==> src/rtl/ppmp3_pkg.sv <==
`timescale 1ns / 1ps
// shared types and constants for the ppm p3 text pixel decoder
// no dependencies; compiled first

package ppmp3_pkg;

   localparam int unsigned MAX_DIM_DEFAULT = 4095;

   localparam int PIX_IDX_W  = 12;
   localparam int PIX_WORD_W = 32;
   localparam int ERR_W      = 3;
   localparam int SAMPLE_W   = 16;

   // characters the header and sample lines are checked against
   localparam logic [7:0] CHAR_NL    = 8'h0A;
   localparam logic [7:0] CHAR_SPACE = 8'h20;
   localparam logic [7:0] CHAR_HASH  = 8'h23;
   localparam logic [7:0] CHAR_ZERO  = 8'h30;
   localparam logic [7:0] CHAR_TWO   = 8'h32;
   localparam logic [7:0] CHAR_THREE = 8'h33;
   localparam logic [7:0] CHAR_FIVE  = 8'h35;
   localparam logic [7:0] CHAR_NINE  = 8'h39;
   localparam logic [7:0] CHAR_P     = 8'h50;

   // sticky error codes
   localparam logic [ERR_W-1:0] ERR_NONE    = 3'd0;
   localparam logic [ERR_W-1:0] ERR_MAGIC   = 3'd1;
   localparam logic [ERR_W-1:0] ERR_COMMENT = 3'd2;
   localparam logic [ERR_W-1:0] ERR_SIZE    = 3'd3;
   localparam logic [ERR_W-1:0] ERR_MAXVAL  = 3'd4;
   localparam logic [ERR_W-1:0] ERR_SAMPLE  = 3'd5;

   // color channel of the next sample line
   localparam logic [1:0] CHAN_RED   = 2'd0;
   localparam logic [1:0] CHAN_GREEN = 2'd1;
   localparam logic [1:0] CHAN_BLUE  = 2'd2;

   typedef enum logic [2:0] {
      LINE_MAGIC,
      LINE_COMMENT,
      LINE_SIZE,
      LINE_MAXVAL,
      LINE_SAMPLE
   } line_type;

   typedef struct packed {
      logic [PIX_WORD_W-1:0] pixel_word;
      logic [PIX_IDX_W-1:0]  pixel_row;
      logic [PIX_IDX_W-1:0]  pixel_column;
      logic                  last_pixel;
      logic [ERR_W-1:0]      error_code;
   } rsp_type;

endpackage

==> src/rtl/ppmp3_req_if.sv <==
`timescale 1ns / 1ps
// request channel: one text byte per request
// standalone interface, no dependencies

interface ppmp3_req_if;
   logic       valid;
   logic       ready;
   logic [7:0] text_byte;

   modport source (output valid, output text_byte, input ready);
   modport sink   (input valid, input text_byte, output ready);
endinterface

==> src/rtl/ppmp3_rsp_if.sv <==
`timescale 1ns / 1ps
// result channel: at most one decoded pixel or one error report per newline request
// standalone interface, no dependencies

interface ppmp3_rsp_if;
   logic        valid;
   logic        ready;
   logic [31:0] pixel_word;
   logic [11:0] pixel_row;
   logic [11:0] pixel_column;
   logic        last_pixel;
   logic [2:0]  error_code;

   modport source (output valid, output pixel_word, output pixel_row,
                   output pixel_column, output last_pixel, output error_code,
                   input ready);
   modport sink   (input valid, input pixel_word, input pixel_row,
                   input pixel_column, input last_pixel, input error_code,
                   output ready);
endinterface

==> src/rtl/ppmp3_parser.sv <==
`timescale 1ns / 1ps
// line parser: header checks, size and sample accumulation, pixel packing
// depends on ppmp3_pkg

module ppmp3_parser #(
   parameter int unsigned MAX_DIM = ppmp3_pkg::MAX_DIM_DEFAULT
) (
   input  logic              clock,
   input  logic              reset,
   input  logic              step,
   input  logic [7:0]        text_byte,
   output logic              result_valid,
   output ppmp3_pkg::rsp_type result
);
   import ppmp3_pkg::*;

   localparam int DIM_W  = $clog2(MAX_DIM + 2);
   localparam int GROW_W = DIM_W + 4;
   localparam logic [GROW_W-1:0] DIM_LIMIT = GROW_W'(MAX_DIM);
   localparam logic [DIM_W-1:0]  DIM_OVER  = DIM_W'(MAX_DIM + 1);
   localparam logic [3:0]        POS_MAX   = 4'd15;

   line_type              line_ff, line_in;
   logic [3:0]            pos_ff, pos_in;
   logic                  bad_ff, bad_in;
   logic                  space_ff, space_in;
   logic [DIM_W-1:0]      width_ff, width_in;
   logic [DIM_W-1:0]      height_ff, height_in;
   logic [SAMPLE_W-1:0]   sample_ff, sample_in;
   logic [1:0]            chan_ff, chan_in;
   logic [PIX_WORD_W-1:0] sum_ff, sum_in;
   logic [DIM_W-1:0]      row_ff, row_in;
   logic [DIM_W-1:0]      col_ff, col_in;
   logic                  done_ff, done_in;
   logic [ERR_W-1:0]      err_ff, err_in;

   logic                  active;
   logic                  newline;
   logic                  is_digit;
   logic [3:0]            digit;
   logic [DIM_W-1:0]      dim_cur;
   logic [GROW_W-1:0]     dim_wide;
   logic                  dim_over;
   logic [DIM_W-1:0]      dim_next;
   logic [19:0]           samp_wide;
   logic [SAMPLE_W-1:0]   samp_next;
   logic [PIX_WORD_W-1:0] shifted;
   logic [PIX_WORD_W-1:0] sum_next;
   logic                  pix_emit;
   logic [DIM_W:0]        row_inc;
   logic [DIM_W:0]        col_inc;
   logic                  last_pix;
   logic                  col_wrap;
   logic [ERR_W-1:0]      line_err;
   logic [31:0]           row_wide;
   logic [31:0]           col_wide;

   assign active   = step && (err_ff == ERR_NONE) && !done_ff;
   assign newline  = (text_byte == CHAR_NL);
   assign is_digit = text_byte inside {[CHAR_ZERO:CHAR_NINE]};
   assign digit    = text_byte[3:0];

   // decimal growth of width or height, clamped just past the limit
   assign dim_cur  = space_ff ? height_ff : width_ff;
   assign dim_wide = GROW_W'({dim_cur, 3'b000}) + GROW_W'({dim_cur, 1'b0})
                   + GROW_W'(digit);
   assign dim_over = (dim_wide > DIM_LIMIT);
   assign dim_next = dim_over ? DIM_OVER : dim_wide[DIM_W-1:0];

   // decimal growth of a sample, saturating
   assign samp_wide = 20'({sample_ff, 3'b000}) + 20'({sample_ff, 1'b0}) + 20'(digit);
   assign samp_next = (samp_wide > 20'h0FFFF) ? 16'hFFFF : samp_wide[SAMPLE_W-1:0];

   always_comb begin
      case (chan_ff)
         CHAN_RED:   shifted = {sample_ff, 16'h0000};
         CHAN_GREEN: shifted = {8'h00, sample_ff, 8'h00};
         default:    shifted = {16'h0000, sample_ff};
      endcase
   end

   assign sum_next = sum_ff + shifted;
   assign pix_emit = (chan_ff == CHAN_BLUE);
   assign row_inc  = {1'b0, row_ff} + 1'b1;
   assign col_inc  = {1'b0, col_ff} + 1'b1;
   assign last_pix = (row_inc == {1'b0, height_ff}) && (col_inc == {1'b0, width_ff});
   assign col_wrap = (col_inc >= {1'b0, width_ff});

   // verdict on a line when its newline arrives
   always_comb begin
      case (line_ff)
         LINE_MAGIC:   line_err = (bad_ff || pos_ff != 4'd2) ? ERR_MAGIC : ERR_NONE;
         LINE_COMMENT: line_err = (bad_ff || pos_ff == 4'd0) ? ERR_COMMENT : ERR_NONE;
         LINE_SIZE:    line_err = (bad_ff || !space_ff) ? ERR_SIZE : ERR_NONE;
         LINE_MAXVAL:  line_err = (bad_ff || pos_ff != 4'd3) ? ERR_MAXVAL : ERR_NONE;
         LINE_SAMPLE:  line_err = bad_ff ? ERR_SAMPLE : ERR_NONE;
         default:      line_err = ERR_NONE;
      endcase
   end

   // next state
   always_comb begin
      line_in   = line_ff;
      pos_in    = pos_ff;
      bad_in    = bad_ff;
      space_in  = space_ff;
      width_in  = width_ff;
      height_in = height_ff;
      sample_in = sample_ff;
      chan_in   = chan_ff;
      sum_in    = sum_ff;
      row_in    = row_ff;
      col_in    = col_ff;
      done_in   = done_ff;
      err_in    = err_ff;
      if (active && !newline) begin
         case (line_ff)
            LINE_MAGIC: begin
               if (pos_ff >= 4'd2 ||
                   text_byte != ((pos_ff == 4'd0) ? CHAR_P : CHAR_THREE))
                  bad_in = 1'b1;
            end
            LINE_COMMENT: begin
               if (pos_ff == 4'd0 && text_byte != CHAR_HASH)
                  bad_in = 1'b1;
            end
            LINE_SIZE: begin
               if (is_digit) begin
                  if (dim_over)
                     bad_in = 1'b1;
                  if (space_ff)
                     height_in = dim_next;
                  else
                     width_in = dim_next;
               end else if (text_byte == CHAR_SPACE && pos_ff != 4'd0 && !space_ff) begin
                  space_in = 1'b1;
               end else begin
                  bad_in = 1'b1;
               end
            end
            LINE_MAXVAL: begin
               if (pos_ff >= 4'd3 ||
                   text_byte != ((pos_ff == 4'd0) ? CHAR_TWO : CHAR_FIVE))
                  bad_in = 1'b1;
            end
            default: begin
               if (is_digit)
                  sample_in = samp_next;
               else
                  bad_in = 1'b1;
            end
         endcase
         if (pos_ff != POS_MAX)
            pos_in = pos_ff + 4'd1;
      end else if (active) begin
         if (line_err != ERR_NONE) begin
            err_in = line_err;
         end else if (line_ff == LINE_MAXVAL) begin
            if (width_ff == '0 || height_ff == '0)
               done_in = 1'b1;
         end else if (line_ff == LINE_SAMPLE) begin
            if (pix_emit) begin
               sum_in  = '0;
               chan_in = CHAN_RED;
               if (col_wrap) begin
                  col_in = '0;
                  row_in = row_inc[DIM_W-1:0];
               end else begin
                  col_in = col_inc[DIM_W-1:0];
               end
               if (last_pix)
                  done_in = 1'b1;
            end else begin
               sum_in  = sum_next;
               chan_in = chan_ff + 2'd1;
            end
         end
         if (line_ff != LINE_SAMPLE)
            line_in = line_type'(line_ff + 3'd1);
         pos_in    = '0;
         bad_in    = 1'b0;
         space_in  = 1'b0;
         sample_in = '0;
      end
   end

   // result of a newline: error report or finished pixel
   assign row_wide = 32'(row_ff);
   assign col_wide = 32'(col_ff);

   always_comb begin
      result_valid = active && newline &&
                     (line_err != ERR_NONE || (line_ff == LINE_SAMPLE && pix_emit));
      if (line_err != ERR_NONE) begin
         result.pixel_word   = '0;
         result.pixel_row    = '0;
         result.pixel_column = '0;
         result.last_pixel   = 1'b0;
         result.error_code   = line_err;
      end else begin
         result.pixel_word   = sum_next;
         result.pixel_row    = row_wide[PIX_IDX_W-1:0];
         result.pixel_column = col_wide[PIX_IDX_W-1:0];
         result.last_pixel   = last_pix;
         result.error_code   = ERR_NONE;
      end
   end

   always_ff @(posedge clock) begin
      if (reset) begin
         line_ff   <= LINE_MAGIC;
         pos_ff    <= '0;
         bad_ff    <= 1'b0;
         space_ff  <= 1'b0;
         width_ff  <= '0;
         height_ff <= '0;
         sample_ff <= '0;
         chan_ff   <= CHAN_RED;
         sum_ff    <= '0;
         row_ff    <= '0;
         col_ff    <= '0;
         done_ff   <= 1'b0;
         err_ff    <= ERR_NONE;
      end else begin
         line_ff   <= line_in;
         pos_ff    <= pos_in;
         bad_ff    <= bad_in;
         space_ff  <= space_in;
         width_ff  <= width_in;
         height_ff <= height_in;
         sample_ff <= sample_in;
         chan_ff   <= chan_in;
         sum_ff    <= sum_in;
         row_ff    <= row_in;
         col_ff    <= col_in;
         done_ff   <= done_in;
         err_ff    <= err_in;
      end
   end

endmodule

==> src/rtl/ppm_p3_text_pixel_decoder.sv <==
`timescale 1ns / 1ps
// ppm p3 text decoder top level: input byte register, line parser, result register
// depends on ppmp3_pkg, ppmp3_req_if, ppmp3_rsp_if and ppmp3_parser
//
// throughput: one request (one text byte) per cycle while results are taken;
// a result held by a stalled receiver also holds the next request
// path: a newline is held in the input byte register, then its result is loaded into the result register
// most requests give no result; a newline gives at most one pixel or error report
// reset: synchronous, clears the valid flags of both pipeline registers and all parser state

module ppm_p3_text_pixel_decoder #(
   parameter int unsigned MAX_DIM = ppmp3_pkg::MAX_DIM_DEFAULT
) (
   input  logic        clock,
   input  logic        reset,
   ppmp3_req_if.sink   req_bus,
   ppmp3_rsp_if.source rsp_bus
);
   import ppmp3_pkg::*;

   // input register
   logic       in_valid_ff, in_valid_in;
   logic [7:0] in_byte_ff, in_byte_in;

   // result register
   logic       out_valid_ff, out_valid_in;
   rsp_type    out_data_ff, out_data_in;

   logic       req_take;
   logic       step;
   logic       res_valid;
   rsp_type    res_data;

   // the parser advances on a held byte when the result slot is free or being drained
   assign step     = in_valid_ff && (!out_valid_ff || rsp_bus.ready);
   assign req_take = req_bus.valid && req_bus.ready;

   // take a new byte when none is held or the held one moves on this cycle
   assign req_bus.ready = !in_valid_ff || step;

   ppmp3_parser #(
      .MAX_DIM (MAX_DIM)
   ) u_parser (
      .clock        (clock),
      .reset        (reset),
      .step         (step),
      .text_byte    (in_byte_ff),
      .result_valid (res_valid),
      .result       (res_data)
   );

   always_comb begin
      in_valid_in = in_valid_ff;
      in_byte_in  = in_byte_ff;
      if (req_take) begin
         in_valid_in = 1'b1;
         in_byte_in  = req_bus.text_byte;
      end else if (step) begin
         in_valid_in = 1'b0;
      end
   end

   always_comb begin
      out_valid_in = out_valid_ff;
      out_data_in  = out_data_ff;
      if (step) begin
         // slot is free or emptied now; load whatever this byte produced
         out_valid_in = res_valid;
         if (res_valid)
            out_data_in = res_data;
      end else if (rsp_bus.ready) begin
         out_valid_in = 1'b0;
      end
   end

   always_ff @(posedge clock) begin
      if (reset) begin
         in_valid_ff  <= 1'b0;
         out_valid_ff <= 1'b0;
      end else begin
         in_valid_ff  <= in_valid_in;
         out_valid_ff <= out_valid_in;
      end
   end

   // payload registers, no reset needed
   always_ff @(posedge clock) begin
      in_byte_ff  <= in_byte_in;
      out_data_ff <= out_data_in;
   end

   // result channel
   assign rsp_bus.valid        = out_valid_ff;
   assign rsp_bus.pixel_word   = out_data_ff.pixel_word;
   assign rsp_bus.pixel_row    = out_data_ff.pixel_row;
   assign rsp_bus.pixel_column = out_data_ff.pixel_column;
   assign rsp_bus.last_pixel   = out_data_ff.last_pixel;
   assign rsp_bus.error_code   = out_data_ff.error_code;

endmodule
==> src/flat_wrapper.sv <==
// flat-port wrapper written by rule: the top's interface ports become plain ports
module ppm_p3_text_pixel_decoder_flat import ppmp3_pkg::*;
#(
   parameter int unsigned MAX_DIM = ppmp3_pkg::MAX_DIM_DEFAULT
)
  (clock, reset, req_bus_valid, req_bus_text_byte, req_bus_ready, rsp_bus_valid, rsp_bus_pixel_word, rsp_bus_pixel_row, rsp_bus_pixel_column, rsp_bus_last_pixel, rsp_bus_error_code, rsp_bus_ready);
  ppmp3_req_if req_bus_i ();
  ppmp3_rsp_if rsp_bus_i ();
  input  logic clock;
  input  logic reset;
  input wire logic [$bits(req_bus_i.valid)-1:0] req_bus_valid;
  input wire logic [$bits(req_bus_i.text_byte)-1:0] req_bus_text_byte;
  output wire logic [$bits(req_bus_i.ready)-1:0] req_bus_ready;
  output wire logic [$bits(rsp_bus_i.valid)-1:0] rsp_bus_valid;
  output wire logic [$bits(rsp_bus_i.pixel_word)-1:0] rsp_bus_pixel_word;
  output wire logic [$bits(rsp_bus_i.pixel_row)-1:0] rsp_bus_pixel_row;
  output wire logic [$bits(rsp_bus_i.pixel_column)-1:0] rsp_bus_pixel_column;
  output wire logic [$bits(rsp_bus_i.last_pixel)-1:0] rsp_bus_last_pixel;
  output wire logic [$bits(rsp_bus_i.error_code)-1:0] rsp_bus_error_code;
  input wire logic [$bits(rsp_bus_i.ready)-1:0] rsp_bus_ready;
  assign req_bus_i.valid = req_bus_valid;
  assign req_bus_i.text_byte = req_bus_text_byte;
  assign req_bus_ready = req_bus_i.ready;
  assign rsp_bus_valid = rsp_bus_i.valid;
  assign rsp_bus_pixel_word = rsp_bus_i.pixel_word;
  assign rsp_bus_pixel_row = rsp_bus_i.pixel_row;
  assign rsp_bus_pixel_column = rsp_bus_i.pixel_column;
  assign rsp_bus_last_pixel = rsp_bus_i.last_pixel;
  assign rsp_bus_error_code = rsp_bus_i.error_code;
  assign rsp_bus_i.ready = rsp_bus_ready;
  ppm_p3_text_pixel_decoder #(.MAX_DIM(MAX_DIM)) u_core (.clock(clock), .reset(reset), .req_bus(req_bus_i), .rsp_bus(rsp_bus_i));
endmodule
==> config.mk <==
export PLATFORM = sky130hd
export DESIGN_NAME = ppm_p3_text_pixel_decoder_flat
export DESIGN_NICKNAME = d
export VERILOG_FILES = /design/src/rtl/ppmp3_pkg.sv /design/src/rtl/ppmp3_req_if.sv /design/src/rtl/ppmp3_rsp_if.sv /design/src/rtl/ppmp3_parser.sv /design/src/rtl/ppm_p3_text_pixel_decoder.sv /design/src/flat_wrapper.sv
export SDC_FILE = /design/constraint.sdc
export NUM_CORES = 1
export LEC_CHECK = 0
export BUFFER_PORTS_ARGS = -buffer_cell sky130_fd_sc_hd__buf_2
export CORE_MARGIN = 2
export CORE_UTILIZATION = 45
export DETAILED_ROUTE_END_ITERATION = 10
export PLACE_DENSITY = 0.71
export SYNTH_ARGS = -nofsm -noshare
export SYNTH_HDL_FRONTEND = slang
export SYNTH_SLANG_ARGS = --single-unit
==> constraint.sdc <==
create_clock -name clock -period 4.35 [get_ports clock]
set_input_delay 0.87 -clock clock [delete_from_list [all_inputs] [get_ports clock]]
set_output_delay 0.87 -clock clock [all_outputs]
set_load 0.02 [all_outputs]
==> out/qor.txt <==
===========================================================================================
Run status                                                                     complete, no violations
Adder-cell share of the synthesized area                                             0.1246
Die Outline Area                                                                  27650 um2
RSZ-0062 raised after global routing                                                  false
Site row count                                                                           59
Most common cell after layout, fill and taps aside                             sky130_fd_sc_hd__nor2_1
Share of the clock period used by the worst path                                     0.9206
Die width                                                                          166.3 um
Number of levels in the clock H-tree                                                      4
Share of async-settable or async-resettable flops after synthesis                         0
Relative slew slack                                                                  0.2815
Synthesized instance count                                                             1368
Number of design-rule violations left by the first detailed-router iteration            740
Per-cell routed wire length                                                        16.13 um
Final Routed Wirelength                                                            28.61 mm
Pins over their slew limit                                                                0
Met3 demand-to-capacity share in global routing                                     0.03170
Met1 routing resource usage after global routing                                     0.3012
Warnings from Yosys                                                                       0
Number of vias per cell after detailed routing                                        5.719
Final setup margin                                                                0.3452 ns
FMAX                                                                              249.7 MHz
Number of buffers created by CTS                                                         17
Via count of the first global-routing pass                                             9614
Clock Tree Buf Depth                                                                      2
Final hold violation count                                                                0
Buffers inserted by post-CTS timing repair                                                0
Worst hold slack after final layout                                               0.4654 ns
PwrDens                                                                        263.2 nW/um2
Compound-cell area share of the yosys netlist                                        0.1682
Half-perimeter wire length of the detailed placement result                        21.17 mm
Maximum fanout count along the critical path                                             27
Clock tree from TritonCTS                                                               yes
All-layer global routing usage                                                       0.2091
Post-route minimum period                                                          4.005 ns
Count of clock tree sinks                                                               185
Cell leakage power                                                              0.005693 uW
Clock tree root buffer cell                                                    sky130_fd_sc_hd__clkbuf_16
Area of the multi-input gates                                                      7084 um2
Setup Crit Path Kind                                                                reg2reg
Layout filler cell count                                                               2441
Fraction of layout cells with a size suffix above 1                                 0.09521
Synthesized-area fraction occupied by and/or/nand/nor cells                          0.2250
Worst Setup Start Kind                                                             register
Clock-pin slew on the worst setup and hold paths                                    0.08 ns
Fraction of synthesized cell area in xor and xnor cells                             0.06873
Max stage delay cell, worst path                                               sky130_fd_sc_hd__dfxtp_1
Vias                                                                                  10150
Initial core utilization                                                             0.4561
GRT busiest layer                                                                      met2
Total Power Consumption                                                             3473 uW
DRT Pass-1 Iters                                                                          5
Sequence of cells on the critical path                                         buf_4 -> o21a_1 -> fa_1 -> fa_1 -> nor2b_1 -> o21ai_0 -> a21boi_0 -> o311ai_0 -> a21boi_0 -> o21ai_0 -> o211a_1 -> o211ai_2 -> buf_4 -> o32ai_1
Sequential area share after synthesis                                                0.3699
Post-synth EDFFs                                                                         68
Register area                                                                      4384 um2
Sum of negative setup slack                                                            0 ns
Count of unique library cells instantiated by Yosys                                      70
Highest cell delay on the worst timing path                                         0.55 ns
Crit end category                                                                  register
Largest net degree at the start of global routing                                        54
Wire length of the first global-routing pass                                       48.19 mm
Syn avg cell area                                                                 8.663 um2
Antenna violations before repair                                                          0
Quantity of I/O buffers inserted on ports                                                73
Top cells by area in the synthesized netlist                                   sky130_fd_sc_hd__dfxtp_1 (20%), sky130_fd_sc_hd__edfxtp_1 (17%), sky130_fd_sc_hd__ha_1 (12%)
Worst EP required                                                                   4.66 ns
Register bit total from synthesis                                                       185
NumNets Final                                                                          1553
Vert. Die Dim                                                                      166.3 um
Number of maximum-capacitance constraint violations                                       0
Actual slew at the worst max-slew pin                                              1.078 ns
Commonest cells after routing, fill and taps aside                             sky130_fd_sc_hd__nor2_1 (172), sky130_fd_sc_hd__nand2_1 (133), sky130_fd_sc_hd__dfxtp_1 (117), sky130_fd_sc_hd__ha_1 (110), sky130_fd_sc_hd__a21oi_1 (85)
Core Util, Final                                                                     0.5078
Total DRC errors in the routed layout                                                     0
Source-to-sink clock delay at the later pin of the worst-skew pair                  0.45 ns
Cell family with most CP delay                                                 compound AO/OA/AOI/OAI gates
Cell area after synthesis                                                         11850 um2
Most used flip-flop cell after synthesis                                       sky130_fd_sc_hd__dfxtp_1
Arr. time, crit path                                                                4.32 ns
Synth area leader                                                              sky130_fd_sc_hd__dfxtp_1
I/O pin cnt                                                                              74
Setup skew after layout                                                          0.02008 ns
Met2 track demand over resource in global routing                                    0.3318
Standard cell core area                                                           25980 um2
Growth of design area from synthesis to finish                                       11.34%
Buffering stage count on the worst path with inverters included                           2
Placer's final routability congestion estimate                                       0.9071
Area share of the largest cell type after synthesis                                  0.1976
Syn_nets                                                                               1495
Diode count                                                                               0
Post-placement setup slack                                                        0.3336 ns
Class of the tightest hold or removal check                                         reg2reg
Dominant combinational cell family by area after synthesis                     simple AND/OR/NAND/NOR gates
Maximum resistive drop on vdd                                                     0.2210 mV
Portion of netlist area occupied by mux cells                                       0.01014
Gr ovfl total                                                                             0
Post-detailed-route count of antenna-violating nets                                       0
Number of endpoints failing setup at the final stage                                      0
===========================================================================================
-- per-layer routing --
layer	vias up	part of all wire	wire length, um
li1	5028	-	-
met1	4777	0.49	13880
met2	319	0.44	12570
met3	22	0.063	1814
met4	0	0.012	340
met5	-	0	0
-- cell type report --
type	instances	share of cell area
clock buffer	17	0.03224
clock inverter	15	0.01470
inverter	50	0.01422
multi-input combinational	1081	0.5369
sequential	185	0.3323
tap	335	0.03177
timing repair buffer	91	0.03793
-- path summary, 6_finish.rpt --
check	startpoint	end	slack, ns	cells past startpoint
max	u_core.u_parser.space_ff	u_core.u_parser.height_ff[0]	0.35	14
min	u_core.u_parser.width_ff[7]	u_core.u_parser.width_ff[7]	0.47	2
max reg2reg	u_core.u_parser.space_ff	u_core.u_parser.height_ff[0]	0.35	14
min reg2reg	u_core.u_parser.width_ff[7]	u_core.u_parser.width_ff[7]	0.47	2
-- logic make-up (layout without fill, tap and decap cells) --
group,Yosys count,count (layout)
mux,12,12
xor+xnor,93,93
flops,185,185
fa+ha+maj,115,115
buf+inv,102,173
compound gates,310,310
simple gates,551,551
-- cells in the mapped netlist, types with 4 or more instances --
master and number:
sky130_fd_sc_hd__o41ai_1 4, sky130_fd_sc_hd__o32ai_1 8, sky130_fd_sc_hd__a21oi_1 86, sky130_fd_sc_hd__a22oi_1 9, sky130_fd_sc_hd__and2_1 55, sky130_fd_sc_hd__o31ai_1 10
sky130_fd_sc_hd__a211oi_1 15, sky130_fd_sc_hd__or3_1 14, sky130_fd_sc_hd__nand4_1 20, sky130_fd_sc_hd__and4_1 10, sky130_fd_sc_hd__nor3_1 32, sky130_fd_sc_hd__xor2_1 47
sky130_fd_sc_hd__nor2b_1 13, sky130_fd_sc_hd__buf_1 5, sky130_fd_sc_hd__mux2i_1 12, sky130_fd_sc_hd__xnor2_1 46, sky130_fd_sc_hd__clkbuf_1 41, sky130_fd_sc_hd__ha_1 110
sky130_fd_sc_hd__and3_1 16, sky130_fd_sc_hd__a31oi_1 10, sky130_fd_sc_hd__a21boi_0 5, sky130_fd_sc_hd__o211ai_1 11, sky130_fd_sc_hd__a22o_1 8, sky130_fd_sc_hd__nand3_1 44
sky130_fd_sc_hd__nor4_1 7, sky130_fd_sc_hd__o21ai_0 70, sky130_fd_sc_hd__a21o_1 25, sky130_fd_sc_hd__nor3b_1 5, sky130_fd_sc_hd__or4_1 4, sky130_fd_sc_hd__buf_2 5
sky130_fd_sc_hd__nor2_1 172, sky130_fd_sc_hd__o21bai_1 4, sky130_fd_sc_hd__nand2_1 133, sky130_fd_sc_hd__nand2b_1 13, sky130_fd_sc_hd__dfxtp_1 117, sky130_fd_sc_hd__inv_1 50
sky130_fd_sc_hd__o21a_1 14, sky130_fd_sc_hd__fa_1 5, sky130_fd_sc_hd__edfxtp_1 68
-- power by group --
part | leakage, uW | switching [uW] | total (uW) | internal, uW
logic | 0.00374 | 52.3 | 74.1 | 21.8
registers | 0.00166 | 12.1 | 1800 | 1790
clock network | 0.000293 | 809 | 1600 | 788
-- flip-flops by register name, summed over array words and instances (netlist names), 12 cells and up --
signal	count
u_core.rsp_bus.pixel_row	12
u_core.u_parser.sum_ff	32
u_core.u_parser.col_ff	13
u_core.u_parser.width_ff	13
u_core.u_parser.sample_ff	16
u_core.rsp_bus.pixel_column	12
u_core.rsp_bus.pixel_word	32
u_core.u_parser.row_ff	13
u_core.u_parser.height_ff	13
-- through the flow --
stage | instance area, um2 | instances
floorplan | 11850 | 1368
global placement | 12570 | 1742
detailed placement | 12570 | 1742
CTS | 13190 | 1774
global route | 13200 | 1774
finish | 13200 | 1774
-- timing repair --
item,CTS,global route
resized for setup,0,3
endpoints found under the setup margin,0,4
hold buffers,0,0
-- tightest hold or removal path: cells and delay by family (launching register included) --
kind	cells	cell delay (ns)
AOI/OAI and AO/OA	1	0.06
DFF	1	0.33
and+or+nand+nor	1	0.05
(Power assumes the default switching activity.)
